==> src/hw/rtl/x86_16_mov_subset_executor_core_macros.svh <==
// Assertion helpers shared by the executor core
`ifndef X86_16_MOV_SUBSET_EXECUTOR_CORE_MACROS_SVH
`define X86_16_MOV_SUBSET_EXECUTOR_CORE_MACROS_SVH

// same-cycle implication
`define XMOV_ASSERT_IMPLY(label, clk, rst, ante, cons, msg) \
   label: assert property (@(posedge clk) disable iff (rst) (ante) |-> (cons)) \
      else $error(msg);

// next-cycle implication
`define XMOV_ASSERT_NEXT(label, clk, rst, ante, cons, msg) \
   label: assert property (@(posedge clk) disable iff (rst) (ante) |=> (cons)) \
      else $error(msg);

`endif

==> src/hw/rtl/xmov_pkg.sv <==
package xmov_pkg;

   // fetch addresses at or above this fault
   localparam logic [20:0] MEMORY_BYTES = 21'd1048576;

   localparam int Q_DEPTH = 2;
   localparam int Q_PTR_W = $clog2(Q_DEPTH);
   localparam int Q_CNT_W = Q_PTR_W + 1;

   localparam logic [15:0] CODE_SEG_RESET = 16'h1000;

   localparam logic [1:0] CSR_CODE_SEG  = 2'd0;
   localparam logic [1:0] CSR_START_OFS = 2'd1;
   localparam logic [1:0] CSR_DATA_SEG  = 2'd2;

   localparam logic [7:0] OP_MOV_R16_FIRST = 8'hB8;
   localparam logic [7:0] OP_MOV_R16_LAST  = 8'hBF;
   localparam logic [7:0] OP_MOV_R8_FIRST  = 8'hB0;
   localparam logic [7:0] OP_MOV_R8_LAST   = 8'hB7;
   localparam logic [7:0] OP_MOV_RM8       = 8'h88;
   localparam logic [7:0] OP_MOV_RM16      = 8'h89;
   localparam logic [7:0] OP_HLT           = 8'hF4;
   localparam logic [1:0] MOD_REGISTER     = 2'b11;

   localparam logic [3:0] DUMP_IP_INDEX = 4'd8;

   typedef enum logic [2:0] {
      EV_PROGRESS = 3'd0,
      EV_WRITE    = 3'd1,
      EV_HALT     = 3'd2,
      EV_UNKNOWN  = 3'd3,
      EV_FAULT    = 3'd4
   } ev_kind_type;

   typedef enum logic [2:0] {
      PH_OPCODE,
      PH_IMM16_LO,
      PH_IMM16_HI,
      PH_IMM8,
      PH_MODRM,
      PH_OFS_LO,
      PH_OFS_HI
   } phase_type;

   // one executed byte, as handed from front to back
   typedef struct packed {
      ev_kind_type kind;
      logic        fault_tail;  // a fault result follows this one
      logic [20:0] next_addr;
      logic [19:0] waddr;
      logic [7:0]  wdata;
   } rec_type;

   typedef struct packed {
      logic [7:0][15:0] gpr;
      logic [15:0]      ip;
   } arch_type;

endpackage

==> src/hw/rtl/xmov_front.sv <==
module xmov_front (
   input  logic                 clock,
   input  logic                 reset,
   input  logic                 req_tvalid,
   output logic                 req_tready,
   input  logic [7:0]           req_tdata,
   input  logic                 csr_we,
   input  logic [1:0]           csr_addr,
   input  logic [15:0]          csr_wdata,
   input  logic                 q_ready,
   output logic                 push,
   output xmov_pkg::rec_type    push_rec,
   output xmov_pkg::arch_type   arch
);

   logic [15:0]         cs_ff, cs_in;
   logic [15:0]         ds_ff, ds_in;
   logic [15:0]         ip_ff, ip_in;
   logic [7:0][15:0]    gpr_ff, gpr_in;
   xmov_pkg::phase_type phase_ff, phase_in;
   logic [7:0]          opcode_ff, opcode_in;
   logic [7:0]          modrm_ff, modrm_in;
   logic [7:0]          low_ff, low_in;
   logic                stopped_ff, stopped_in;

   logic                 run;
   logic [20:0]          cur_addr;
   logic [20:0]          nxt_addr;
   logic [15:0]          ip_inc;
   logic                 halt;
   xmov_pkg::ev_kind_type kind;
   logic [19:0]          waddr;
   logic [7:0]           wdata;

   function automatic logic [7:0] get8(logic [7:0][15:0] r, logic [2:0] idx);
      get8 = idx[2] ? r[idx[1:0]][15:8] : r[idx[1:0]][7:0];
   endfunction

   function automatic logic [7:0][15:0] set8(logic [7:0][15:0] r, logic [2:0] idx,
                                             logic [7:0] b);
      logic [7:0][15:0] t;
      t = r;
      if (idx[2]) begin
         t[idx[1:0]][15:8] = b;
      end else begin
         t[idx[1:0]][7:0] = b;
      end
      return t;
   endfunction

   assign req_tready = stopped_ff || q_ready;
   assign run        = req_tvalid && req_tready && !stopped_ff;
   assign cur_addr   = {1'b0, cs_ff, 4'b0} + {5'b0, ip_ff};
   assign ip_inc     = ip_ff + 16'd1;
   assign nxt_addr   = {1'b0, cs_ff, 4'b0} + {5'b0, ip_inc};
   assign arch.gpr   = gpr_ff;
   assign arch.ip    = ip_ff;

   always_comb begin
      cs_in      = cs_ff;
      ds_in      = ds_ff;
      ip_in      = ip_ff;
      gpr_in     = gpr_ff;
      phase_in   = phase_ff;
      opcode_in  = opcode_ff;
      modrm_in   = modrm_ff;
      low_in     = low_ff;
      stopped_in = stopped_ff;
      halt       = 1'b0;
      kind       = xmov_pkg::EV_PROGRESS;
      waddr      = '0;
      wdata      = '0;
      push       = 1'b0;
      push_rec   = '0;

      if (run) begin
         push = 1'b1;
         if (cur_addr >= xmov_pkg::MEMORY_BYTES) begin
            // byte fetched from outside memory is dropped
            stopped_in         = 1'b1;
            push_rec.kind      = xmov_pkg::EV_FAULT;
            push_rec.next_addr = cur_addr;
         end else begin
            ip_in    = ip_inc;
            phase_in = xmov_pkg::PH_OPCODE;
            unique case (phase_ff)
               xmov_pkg::PH_IMM16_LO: begin
                  low_in   = req_tdata;
                  phase_in = xmov_pkg::PH_IMM16_HI;
               end
               xmov_pkg::PH_IMM16_HI: begin
                  gpr_in[opcode_ff[2:0]] = {req_tdata, low_ff};
               end
               xmov_pkg::PH_IMM8: begin
                  gpr_in = set8(gpr_ff, opcode_ff[2:0], req_tdata);
               end
               xmov_pkg::PH_MODRM: begin
                  modrm_in = req_tdata;
                  if (opcode_ff == xmov_pkg::OP_MOV_RM8) begin
                     if (req_tdata[7:6] == xmov_pkg::MOD_REGISTER) begin
                        gpr_in = set8(gpr_ff, req_tdata[2:0],
                                      get8(gpr_ff, req_tdata[5:3]));
                     end else begin
                        phase_in = xmov_pkg::PH_OFS_LO;
                     end
                  end else if (req_tdata[7:6] == xmov_pkg::MOD_REGISTER) begin
                     gpr_in[req_tdata[2:0]] = gpr_ff[req_tdata[5:3]];
                  end
               end
               xmov_pkg::PH_OFS_LO: begin
                  low_in   = req_tdata;
                  phase_in = xmov_pkg::PH_OFS_HI;
               end
               xmov_pkg::PH_OFS_HI: begin
                  waddr = {ds_ff, 4'b0} + {4'b0, req_tdata, low_ff};
                  wdata = get8(gpr_ff, modrm_ff[5:3]);
                  kind  = xmov_pkg::EV_WRITE;
               end
               default: begin
                  opcode_in = req_tdata;
                  if (req_tdata >= xmov_pkg::OP_MOV_R16_FIRST &&
                      req_tdata <= xmov_pkg::OP_MOV_R16_LAST) begin
                     phase_in = xmov_pkg::PH_IMM16_LO;
                  end else if (req_tdata >= xmov_pkg::OP_MOV_R8_FIRST &&
                               req_tdata <= xmov_pkg::OP_MOV_R8_LAST) begin
                     phase_in = xmov_pkg::PH_IMM8;
                  end else if (req_tdata == xmov_pkg::OP_MOV_RM8 ||
                               req_tdata == xmov_pkg::OP_MOV_RM16) begin
                     phase_in = xmov_pkg::PH_MODRM;
                  end else if (req_tdata == xmov_pkg::OP_HLT) begin
                     halt = 1'b1;
                  end else begin
                     kind = xmov_pkg::EV_UNKNOWN;
                  end
               end
            endcase

            push_rec.next_addr = nxt_addr;
            push_rec.waddr     = waddr;
            push_rec.wdata     = wdata;
            push_rec.kind      = kind;
            if (halt) begin
               stopped_in    = 1'b1;
               push_rec.kind = xmov_pkg::EV_HALT;
            end else if (nxt_addr >= xmov_pkg::MEMORY_BYTES) begin
               // a plain progress word turns into the fault; others get it appended
               stopped_in = 1'b1;
               if (kind == xmov_pkg::EV_PROGRESS) begin
                  push_rec.kind = xmov_pkg::EV_FAULT;
               end else begin
                  push_rec.fault_tail = 1'b1;
               end
            end
         end
      end

      if (csr_we) begin
         unique case (csr_addr)
            xmov_pkg::CSR_CODE_SEG:  cs_in = csr_wdata;
            xmov_pkg::CSR_START_OFS: ip_in = csr_wdata;
            xmov_pkg::CSR_DATA_SEG:  ds_in = csr_wdata;
            default: ;
         endcase
      end
   end

   always_ff @(posedge clock) begin
      if (reset) begin
         cs_ff      <= xmov_pkg::CODE_SEG_RESET;
         ds_ff      <= '0;
         ip_ff      <= '0;
         gpr_ff     <= '0;
         phase_ff   <= xmov_pkg::PH_OPCODE;
         opcode_ff  <= '0;
         modrm_ff   <= '0;
         low_ff     <= '0;
         stopped_ff <= 1'b0;
      end else begin
         cs_ff      <= cs_in;
         ds_ff      <= ds_in;
         ip_ff      <= ip_in;
         gpr_ff     <= gpr_in;
         phase_ff   <= phase_in;
         opcode_ff  <= opcode_in;
         modrm_ff   <= modrm_in;
         low_ff     <= low_in;
         stopped_ff <= stopped_in;
      end
   end

endmodule

==> src/hw/rtl/xmov_queue.sv <==
module xmov_queue (
   input  logic              clock,
   input  logic              reset,
   input  logic              push,
   input  xmov_pkg::rec_type push_rec,
   output logic              q_ready,
   input  logic              pop,
   output logic              head_valid,
   output xmov_pkg::rec_type head_rec
);

   xmov_pkg::rec_type                  mem_ff [xmov_pkg::Q_DEPTH];
   logic [xmov_pkg::Q_PTR_W-1:0]       wr_ptr_ff, wr_ptr_in;
   logic [xmov_pkg::Q_PTR_W-1:0]       rd_ptr_ff, rd_ptr_in;
   logic [xmov_pkg::Q_CNT_W-1:0]       count_ff, count_in;

   assign q_ready    = count_ff != xmov_pkg::Q_CNT_W'(xmov_pkg::Q_DEPTH);
   assign head_valid = count_ff != '0;
   assign head_rec   = mem_ff[rd_ptr_ff];

   always_comb begin
      wr_ptr_in = wr_ptr_ff;
      rd_ptr_in = rd_ptr_ff;
      count_in  = count_ff;
      if (push) begin
         wr_ptr_in = wr_ptr_ff + 1'b1;
      end
      if (pop) begin
         rd_ptr_in = rd_ptr_ff + 1'b1;
      end
      if (push && !pop) begin
         count_in = count_ff + 1'b1;
      end else if (pop && !push) begin
         count_in = count_ff - 1'b1;
      end
   end

   always_ff @(posedge clock) begin
      if (reset) begin
         wr_ptr_ff <= '0;
         rd_ptr_ff <= '0;
         count_ff  <= '0;
      end else begin
         wr_ptr_ff <= wr_ptr_in;
         rd_ptr_ff <= rd_ptr_in;
         count_ff  <= count_in;
      end
   end

   always_ff @(posedge clock) begin
      if (push) begin
         mem_ff[wr_ptr_ff] <= push_rec;
      end
   end

endmodule

==> src/hw/rtl/xmov_back.sv <==
module xmov_back (
   input  logic               clock,
   input  logic               reset,
   input  logic               head_valid,
   input  xmov_pkg::rec_type  head_rec,
   output logic               pop,
   input  xmov_pkg::arch_type arch,
   output logic               rsp_tvalid,
   input  logic               rsp_tready,
   output logic [71:0]        rsp_tdata,  // next_fetch_addr, write_addr, write_data,
                                          // dump_index, dump_value, zero pad
   output logic [2:0]         rsp_tuser,  // event_kind
   output logic               rsp_tlast   // last_of_run
);

   logic        valid_ff, valid_in;
   logic [3:0]  sub_ff, sub_in;
   logic [2:0]  kind_ff, kind_in;
   logic [20:0] addr_ff, addr_in;
   logic [19:0] waddr_ff, waddr_in;
   logic [7:0]  wdata_ff, wdata_in;
   logic [3:0]  idx_ff, idx_in;
   logic [15:0] val_ff, val_in;
   logic        last_ff, last_in;
   logic        issue;

   assign issue      = head_valid && (!valid_ff || rsp_tready);
   assign rsp_tvalid = valid_ff;
   assign rsp_tuser  = kind_ff;
   assign rsp_tlast  = last_ff;
   assign rsp_tdata  = {3'b0, val_ff, idx_ff, wdata_ff, waddr_ff, addr_ff};

   always_comb begin
      valid_in = valid_ff && !rsp_tready;
      sub_in   = sub_ff;
      kind_in  = kind_ff;
      addr_in  = addr_ff;
      waddr_in = waddr_ff;
      wdata_in = wdata_ff;
      idx_in   = idx_ff;
      val_in   = val_ff;
      last_in  = last_ff;
      pop      = 1'b0;

      if (issue) begin
         valid_in = 1'b1;
         kind_in  = head_rec.kind;
         addr_in  = head_rec.next_addr;
         waddr_in = head_rec.waddr;
         wdata_in = head_rec.wdata;
         idx_in   = '0;
         val_in   = '0;
         last_in  = 1'b1;
         if (head_rec.kind == xmov_pkg::EV_HALT) begin
            // dump walks the eight registers, then IP
            idx_in  = sub_ff;
            val_in  = (sub_ff == xmov_pkg::DUMP_IP_INDEX) ? arch.ip : arch.gpr[sub_ff[2:0]];
            last_in = sub_ff == xmov_pkg::DUMP_IP_INDEX;
            if (last_in) begin
               pop    = 1'b1;
               sub_in = '0;
            end else begin
               sub_in = sub_ff + 4'd1;
            end
         end else if (head_rec.fault_tail && sub_ff == '0) begin
            last_in = 1'b0;
            sub_in  = 4'd1;
         end else if (head_rec.fault_tail) begin
            kind_in  = xmov_pkg::EV_FAULT;
            waddr_in = '0;
            wdata_in = '0;
            pop      = 1'b1;
            sub_in   = '0;
         end else begin
            pop = 1'b1;
         end
      end
   end

   always_ff @(posedge clock) begin
      if (reset) begin
         valid_ff <= 1'b0;
         sub_ff   <= '0;
      end else begin
         valid_ff <= valid_in;
         sub_ff   <= sub_in;
      end
   end

   always_ff @(posedge clock) begin
      kind_ff  <= kind_in;
      addr_ff  <= addr_in;
      waddr_ff <= waddr_in;
      wdata_ff <= wdata_in;
      idx_ff   <= idx_in;
      val_ff   <= val_in;
      last_ff  <= last_in;
   end

endmodule

==> src/hw/rtl/x86_16_mov_subset_executor_core.sv <==
// A code byte accepted is written to the queue, then registered in the result stage as its first result word.
// Throughput: one code byte per cycle while the queue has room; HLT emits nine dump words and a
//   write or unknown opcode that runs off the end of memory emits two, set by the back end.
// A two-entry queue between decode and the result stage absorbs output stalls.
// Reset (synchronous, active high): registers and IP zero, CS 1000h, DS 0, decode idle.
`include "x86_16_mov_subset_executor_core_macros.svh"

module x86_16_mov_subset_executor_core (
   input  logic        clock,
   input  logic        reset,
   input  logic        req_tvalid,
   output logic        req_tready,
   input  logic [7:0]  req_tdata,   // code_byte
   output logic        rsp_tvalid,
   input  logic        rsp_tready,
   output logic [71:0] rsp_tdata,   // next_fetch_addr, write_addr, write_data,
                                    // dump_index, dump_value, zero pad
   output logic [2:0]  rsp_tuser,   // event_kind
   output logic        rsp_tlast,   // last_of_run
   input  logic        csr_we,
   input  logic [1:0]  csr_addr,
   input  logic [15:0] csr_wdata
);

   logic               q_push;
   logic               q_ready;
   logic               q_pop;
   logic               head_valid;
   xmov_pkg::rec_type  push_rec;
   xmov_pkg::rec_type  head_rec;
   xmov_pkg::arch_type arch;
   logic               rsp_is_fault;
   logic               rsp_is_dump_end;
   logic               rsp_dump_ip;
   logic               halt_pop;

   xmov_front u_front (
      .clock      (clock),
      .reset      (reset),
      .req_tvalid (req_tvalid),
      .req_tready (req_tready),
      .req_tdata  (req_tdata),
      .csr_we     (csr_we),
      .csr_addr   (csr_addr),
      .csr_wdata  (csr_wdata),
      .q_ready    (q_ready),
      .push       (q_push),
      .push_rec   (push_rec),
      .arch       (arch)
   );

   xmov_queue u_queue (
      .clock      (clock),
      .reset      (reset),
      .push       (q_push),
      .push_rec   (push_rec),
      .q_ready    (q_ready),
      .pop        (q_pop),
      .head_valid (head_valid),
      .head_rec   (head_rec)
   );

   xmov_back u_back (
      .clock      (clock),
      .reset      (reset),
      .head_valid (head_valid),
      .head_rec   (head_rec),
      .pop        (q_pop),
      .arch       (arch),
      .rsp_tvalid (rsp_tvalid),
      .rsp_tready (rsp_tready),
      .rsp_tdata  (rsp_tdata),
      .rsp_tuser  (rsp_tuser),
      .rsp_tlast  (rsp_tlast)
   );

   assign rsp_is_fault    = rsp_tvalid && rsp_tuser == xmov_pkg::EV_FAULT;
   assign rsp_is_dump_end = rsp_tvalid && rsp_tuser == xmov_pkg::EV_HALT && rsp_tlast;
   assign rsp_dump_ip     = rsp_tdata[52:49] == xmov_pkg::DUMP_IP_INDEX;
   assign halt_pop        = q_pop && head_rec.kind == xmov_pkg::EV_HALT;

   `XMOV_ASSERT_IMPLY(a_no_overflow, clock, reset, q_push, q_ready, "queue overflow")
   `XMOV_ASSERT_IMPLY(a_fault_is_last, clock, reset, rsp_is_fault, rsp_tlast, "fault word not last")
   `XMOV_ASSERT_IMPLY(a_dump_ends_ip, clock, reset, rsp_is_dump_end, rsp_dump_ip, "dump ends early")
   `XMOV_ASSERT_NEXT(a_halt_pops, clock, reset, halt_pop, !head_valid, "work queued after halt")

endmodule

==> config.mk <==
export PLATFORM = sky130hd
export DESIGN_NAME = x86_16_mov_subset_executor_core
export DESIGN_NICKNAME = d
export VERILOG_FILES = /design/src/hw/rtl/xmov_pkg.sv /design/src/hw/rtl/xmov_front.sv /design/src/hw/rtl/xmov_queue.sv /design/src/hw/rtl/xmov_back.sv /design/src/hw/rtl/x86_16_mov_subset_executor_core.sv
export VERILOG_INCLUDE_DIRS = /design/src /design/src/hw/rtl
export SDC_FILE = /design/constraint.sdc
export NUM_CORES = 1
export LEC_CHECK = 0
export BUFFER_PORTS_ARGS = -buffer_cell sky130_fd_sc_hd__buf_2
export CAP_MARGIN = 40
export CORE_ASPECT_RATIO = 1.4
export CORE_MARGIN = 8
export CORE_UTILIZATION = 30
export DETAILED_ROUTE_END_ITERATION = 16
export PLACE_DENSITY = 0.54
export RECOVER_POWER = 100
export SLEW_MARGIN = 10
export SYNTH_ARGS = -nofsm -noshare
export SYNTH_HDL_FRONTEND = slang
export SYNTH_HIERARCHICAL = 1
export SYNTH_SLANG_ARGS = --single-unit
==> constraint.sdc <==
create_clock -name clock -period 9.9 [get_ports clock]
set_input_delay 0.99 -clock clock [delete_from_list [all_inputs] [get_ports clock]]
set_output_delay 0.99 -clock clock [all_outputs]
set_load 0.02 [all_outputs]
Word-level counts from Yosys, hierarchy flattened

Memories as Yosys holds them, arrays and structs flattened. A register that Yosys moved wholly into a read port is not among the register bits.
Index checks and enable logic that the tools add are counted.

$add $sub $neg: 9
Multiply operators: 0
Divide/modulo/power cells: 0
Magnitude comparators: 18
Eq/ne operators: 17
Shift-type cells: 0
Muxes and demuxes: 100
Bitwise operators: 2
Reductions and logical operators: 42

Operators with widths:

| kind                                                        | count |
|---|---|
| bitwise mux 128 bit                                         | 6 |
| 2-to-1 mux 128 bit                                          | 5 |
| one-hot mux 128 bit (3 select lines)                        | 1 |
| 2-to-1 mux 16 bit                                           | 13 |
| demux 16 bit (select 2 bit)                                 | 4 |
| binary-select mux 16 bit (select 3 bit)                     | 2 |
| demux 16 bit (select 3 bit)                                 | 2 |
| 2-to-1 mux 20 bit                                           | 4 |
| binary-select mux 16 bit (select 2 bit)                     | 2 |
| 2-to-1 mux 8 bit                                            | 8 |
| 2-to-1 mux 53 bit                                           | 1 |
| 2-to-1 mux 3 bit                                            | 16 |
| adder 20 x 16 -> 21 bit                                     | 2 |
| greater-or-equal comparator 21 bit (second input constant)  | 2 |
| equality test 8 bit (second input constant)                 | 4 |
| 2-to-1 mux 28 bit                                           | 1 |
| 2-to-1 mux 1 bit                                            | 24 |
| 2-to-1 mux 21 bit                                           | 1 |
| adder 20 x 16 -> 20 bit                                     | 1 |
| 2-to-1 mux 4 bit                                            | 5 |
| adder 16 x 1 -> 16 bit (second input constant)              | 1 |
| greater-or-equal comparator 8 bit (second input constant)   | 2 |
| <= comparator 8 bit (second input constant)                 | 2 |
| less-than comparator 2 x 4 -> 1 bit (second input constant) | 4 |
| 34 further kinds                                            | 75 |

Register bits after elaboration: 284
Bits in latches: 0
Bits in writable memories: 106
ROM bits: 0
Input bits: 31
Output and inout bits: 78
Logic and storage cells: 217
Memories kept: 1

Memories:

| name           | words | bits a word | read ports | clocked after Yosys merged registers in | wr ports | line             | source |
|---|---|---|---|---|---|---|---|
| u_queue.mem_ff | 2     | 53          | 1          | 1                                       | 1        | xmov_queue.sv:12 | `xmov_pkg::rec_type mem_ff [xmov_pkg::Q_DEPTH];` |

Depth between registers and ports, before layout

Depth after elaboration: 14
Mapped depth: 13
Depth with buffers taken out: 13

Hierarchy

Netlist, hierarchy kept.

By module, submodules not included:

| module     | instances | cells an instance | area an instance (µm²) | seq. area each (µm²) |
|---|---|---|---|---|
| xmov_front | 1         | 1,703             | 14,163.6               | 3,983.8 |
| xmov_queue | 1         | 187               | 4,048.9                | 3,283.1 |
| xmov_back  | 1         | 270               | 3,893.7                | 2,292.2 |

Worst setup path before layout

No wires, ideal clock.

Kind: input to register
From: in req_tvalid
To: mem u_queue/mem_ff[0][0] (netlist bit) (enable)
Setup time: 470 ps
Arrival time: 4,403 ps
Required time: 9,430 ps
Slack: 5,027 ps
Cell stages on the path: 5
Buffers on the path: 2
Cell sequence: nand3_1 inv_1 buf_1 clkbuf_1 nor2b_1

Word-level cells in the longest chain between the ends: 5

RTL lines:

| element                                | line                                  | source |
|---|---|---|
| from (decl)                            | x86_16_mov_subset_executor_core.sv:11 | `input logic req_tvalid,` |
| logical AND 1 bit (2 in series)        | xmov_front.sv:52                      | `assign run = req_tvalid && req_tready && !stopped_ff;` |
| 2-to-1 mux 1 bit                       | xmov_front.sv:76                      | `if (run) begin` |
| via q_push                             | x86_16_mov_subset_executor_core.sv:25 | `logic q_push;` |
| 2-to-1 mux 1 bit                       | xmov_queue.sv:51                      | `if (push) begin` |
| 2-to-1 mux 1 bit (implied by the code) | xmov_queue.sv:52                      | `mem_ff[wr_ptr_ff] <= push_rec;` |
| to (decl)                              | xmov_queue.sv:12                      |  |

The timed path passes the listed nets, and every way through them passes these cells.

==> results.tsv <==
metric	value	unit
cts_max_level	2	
pre_cts_ws	5540	ps
crit_buf_inv	2	
clk_latency	580	ps
synth-compound-area-share	20.5	%
crit_type	reg -> reg	
synthAdderAreaFrac	2.65	%
cp_common_cell	clkbuf_1	
grt_pass1_wl	125	mm
fin_setup_tns	0	ps
slew_headroom	-138	%
io_pins	109	
drcViolationCount	0	
syn_area	22100	sq um
die_h	337	um
ys_ff_latch	388	
syn_area_per_cell	10.2	sq um
ir_worst_vdd	0.000114	V
synth-xor-area-share	2.06	%
rsz0062_at_grt	no	
die_area	82800	sq um
wl	86.3	mm
critPathRequiredTime	10350	ps
cpMaxStageDelayCell	clkbuf_1	
finalWorstSetupSlack	3930	ps
drt_first_pass_iters	6	
power.density	192	nW/um^2
failed_checks	max-capacitance violations, max-slew violations	
vias_per_cell	5.95	
path_max_fanout	33	
fin_crit_sh	60.3	%
r2r_setup_slack	3930	ps
portBuffers	105	
cts_resized	0	
initialDrtViolationCount	1874	
post_cts_buffers	0	
yosysWarnings	6	
worstHoldEndpoint	u_front/ds_ff[8]	
cts_tree	done	
start_kind	register	
place_congestion	0.922	
cp_top_family	buffers and inverters	
setup_violations	0	
rr_worst_depth	10	
fin_hold_ws	464	ps
finalPower	4.74	mW
fin_nets	2288	
vias	19100	
cts_sinks	388	
grt.total_usage	20.0	%
antenna_left	0	
wl_per_cell	26.9	um
synth-simple-area-share	14.1	%
ys_async_sr_fraction	0	%
skew	33.0	ps
coreArea	73500	sq um
most-common-layout-cells	nand2_1 (237), dfxtp_1 (209), edfxtp_1 (179), nor2_1 (161), a21oi_1 (116)	
worstPathCellList	ha_1 -> fa_1 -> a211oi_1 -> o21a_1 -> or4_1 -> clkbuf_1 -> and4_1 -> clkbuf_1 -> a31oi_1 -> a22o_1	
status	complete, but fails checks	
max_freq	167	MHz
synth.distinct_cells	90	
antenna_found_initial	0	
cp_data_arrival_time	6420	ps
critical-path-max-stage-delay	1450	ps
r2r_start	u_front/ip_ff[4]	
ys.flop_type	dfxtp_1	
grt_max_degree	52	
drive_gt1_share	10.9	%
hold_path_class	reg -> reg	
synthCells	2160	
area_delta_synth_final	11.4	%
hold_viol_final	0	
synth_top_family_by_area	compound AO/OA/AOI/OAI gates	
initial_core_util	30.1	%
clkSlewWorstSetupHoldPaths	70	ps
n_fill_cell	7489	
num_rows	118	
end_kind	register	
cts_hold_buffers	0	
clockRootBuffer	clkbuf_16	
worstHoldStart	u_front/ds_ff[8]	
die_w	245	um
drv_cap	12	
slew_violations	434	
dp_hpwl	61.3	mm
critPathLaunch	u_front/ip_ff[4]	
power.leakage	8.28	nW
cts_buffers	39	
grt_overflow_total	0	
grt_pass1_vias	18500	
synth_edf_count	179	
clk_path_buf_depth	3	
holdPathStages	2	
seq_area_frac_synth	43.2	%
final_common_cell	nand2_1	
period_needed	5970	ps
synthMuxAreaShare	13.6	%
tightestPinTransition	3570	ps
==> worst register-to-register path, stage by stage (launching register included) <==
cell and delay [ps]:
dfxtp_1 470, ha_1 340, fa_1 440, a211oi_1 310
o21a_1 250, or4_1 130, clkbuf_1 760, and4_1 310
clkbuf_1 1450, a31oi_1 920, a22o_1 470
==> how the worst max path moves through the flow <==
stage,to,cells past startpoint
detailed placement,u_queue/mem_ff[0][49],11
floorplan,u_queue/mem_ff[0][0],5
global route,u_queue/count_ff[1],9
CTS,u_queue/mem_ff[1][49],11
global placement,register,9
finish,register,10
==> through the flow <==
step	util [%]	instances	cell area (sq um)
2_1_floorplan	-	2162	22100
3_3_place_gp	31.8	3109	23400
3_5_place_dp	32.2	3130	23700
4_1_cts	34.0	3201	25000
5_1_grt	33.5	3202	24600
6_report	33.5	3203	24600
==> cells in the mapped netlist (all sizes together), types with 6 or more instances <==
master | count | area, sq um
or3b | 6 | 55.1
mux4 | 65 | 1460
and3b | 6 | 52.6
o21bai | 10 | 75.1
a22o | 83 | 727
or2 | 12 | 75.1
nand2b | 14 | 87.6
o31ai | 11 | 103
nand3b | 8 | 60.1
a31oi | 23 | 230
mux2 | 59 | 668
nor2b | 6 | 37.5
o21a | 12 | 90.1
a21o | 15 | 113
nand2 | 238 | 896
and2 | 50 | 314
inv | 26 | 97.6
xnor2 | 26 | 228
and3 | 14 | 87.6
a311oi | 8 | 70.1
clkbuf | 95 | 367
nor2 | 163 | 614
a211o | 6 | 52.6
nand4 | 21 | 150
o22ai | 28 | 175
dfxtp | 209 | 4180
a21oi | 121 | 636
a211oi | 24 | 180
nor4 | 7 | 56.3
o211ai | 32 | 240
edfxtp | 179 | 5380
xor2 | 26 | 228
nor3 | 43 | 238
a22oi | 42 | 315
o2bb2ai | 35 | 307
nor3b | 8 | 70.1
buf | 58 | 369
a222oi | 6 | 60.1
nand3 | 31 | 165
a221oi | 29 | 254
ha | 42 | 526
or3 | 10 | 62.6
o21ai | 120 | 601
mux2i | 88 | 881
==> layer usage <==
layer / wire, um / share of wire [%] / GRT usage (%) / vias to the layer above
li1: - / - / - / 8332
met1: 31700 / 37 / 22.5 / 9447
met2: 42800 / 50 / 35.3 / 1011
met3: 6030 / 7.0 / 3.18 / 261
met4: 5750 / 6.7 / 11.8 / 0
met5: 0 / 0 / 0 / -
==> kinds of logic after synthesis <==
kind of cell    after synthesis
simple gates                647
compound gates              636
flops                       388
mux                         212
buf+inv                     179
xor+xnor                     52
fa+ha+maj                    45
other cells                   1
==> where the power goes <==
part	total (mW)	internal [mW]	switching, mW
Sequential	2.11	2.00	0.109
Clock	1.53	0.856	0.676
Combinational	1.10	0.319	0.782
==> cell type report <==
class | count | area, sq um | share of cell area [%]
diodes | 1 | 2.50 | 0.0102
clock buffers | 63 | 1230 | 4.99
clock inverters | 8 | 78.8 | 0.320
inverters | 26 | 97.6 | 0.396
multi-input cells | 1595 | 11600 | 47.2
flip-flops and latches | 388 | 9560 | 38.8
well taps | 960 | 1200 | 4.88
repair buffers | 162 | 837 | 3.40
(Power assumes the default switching activity.)
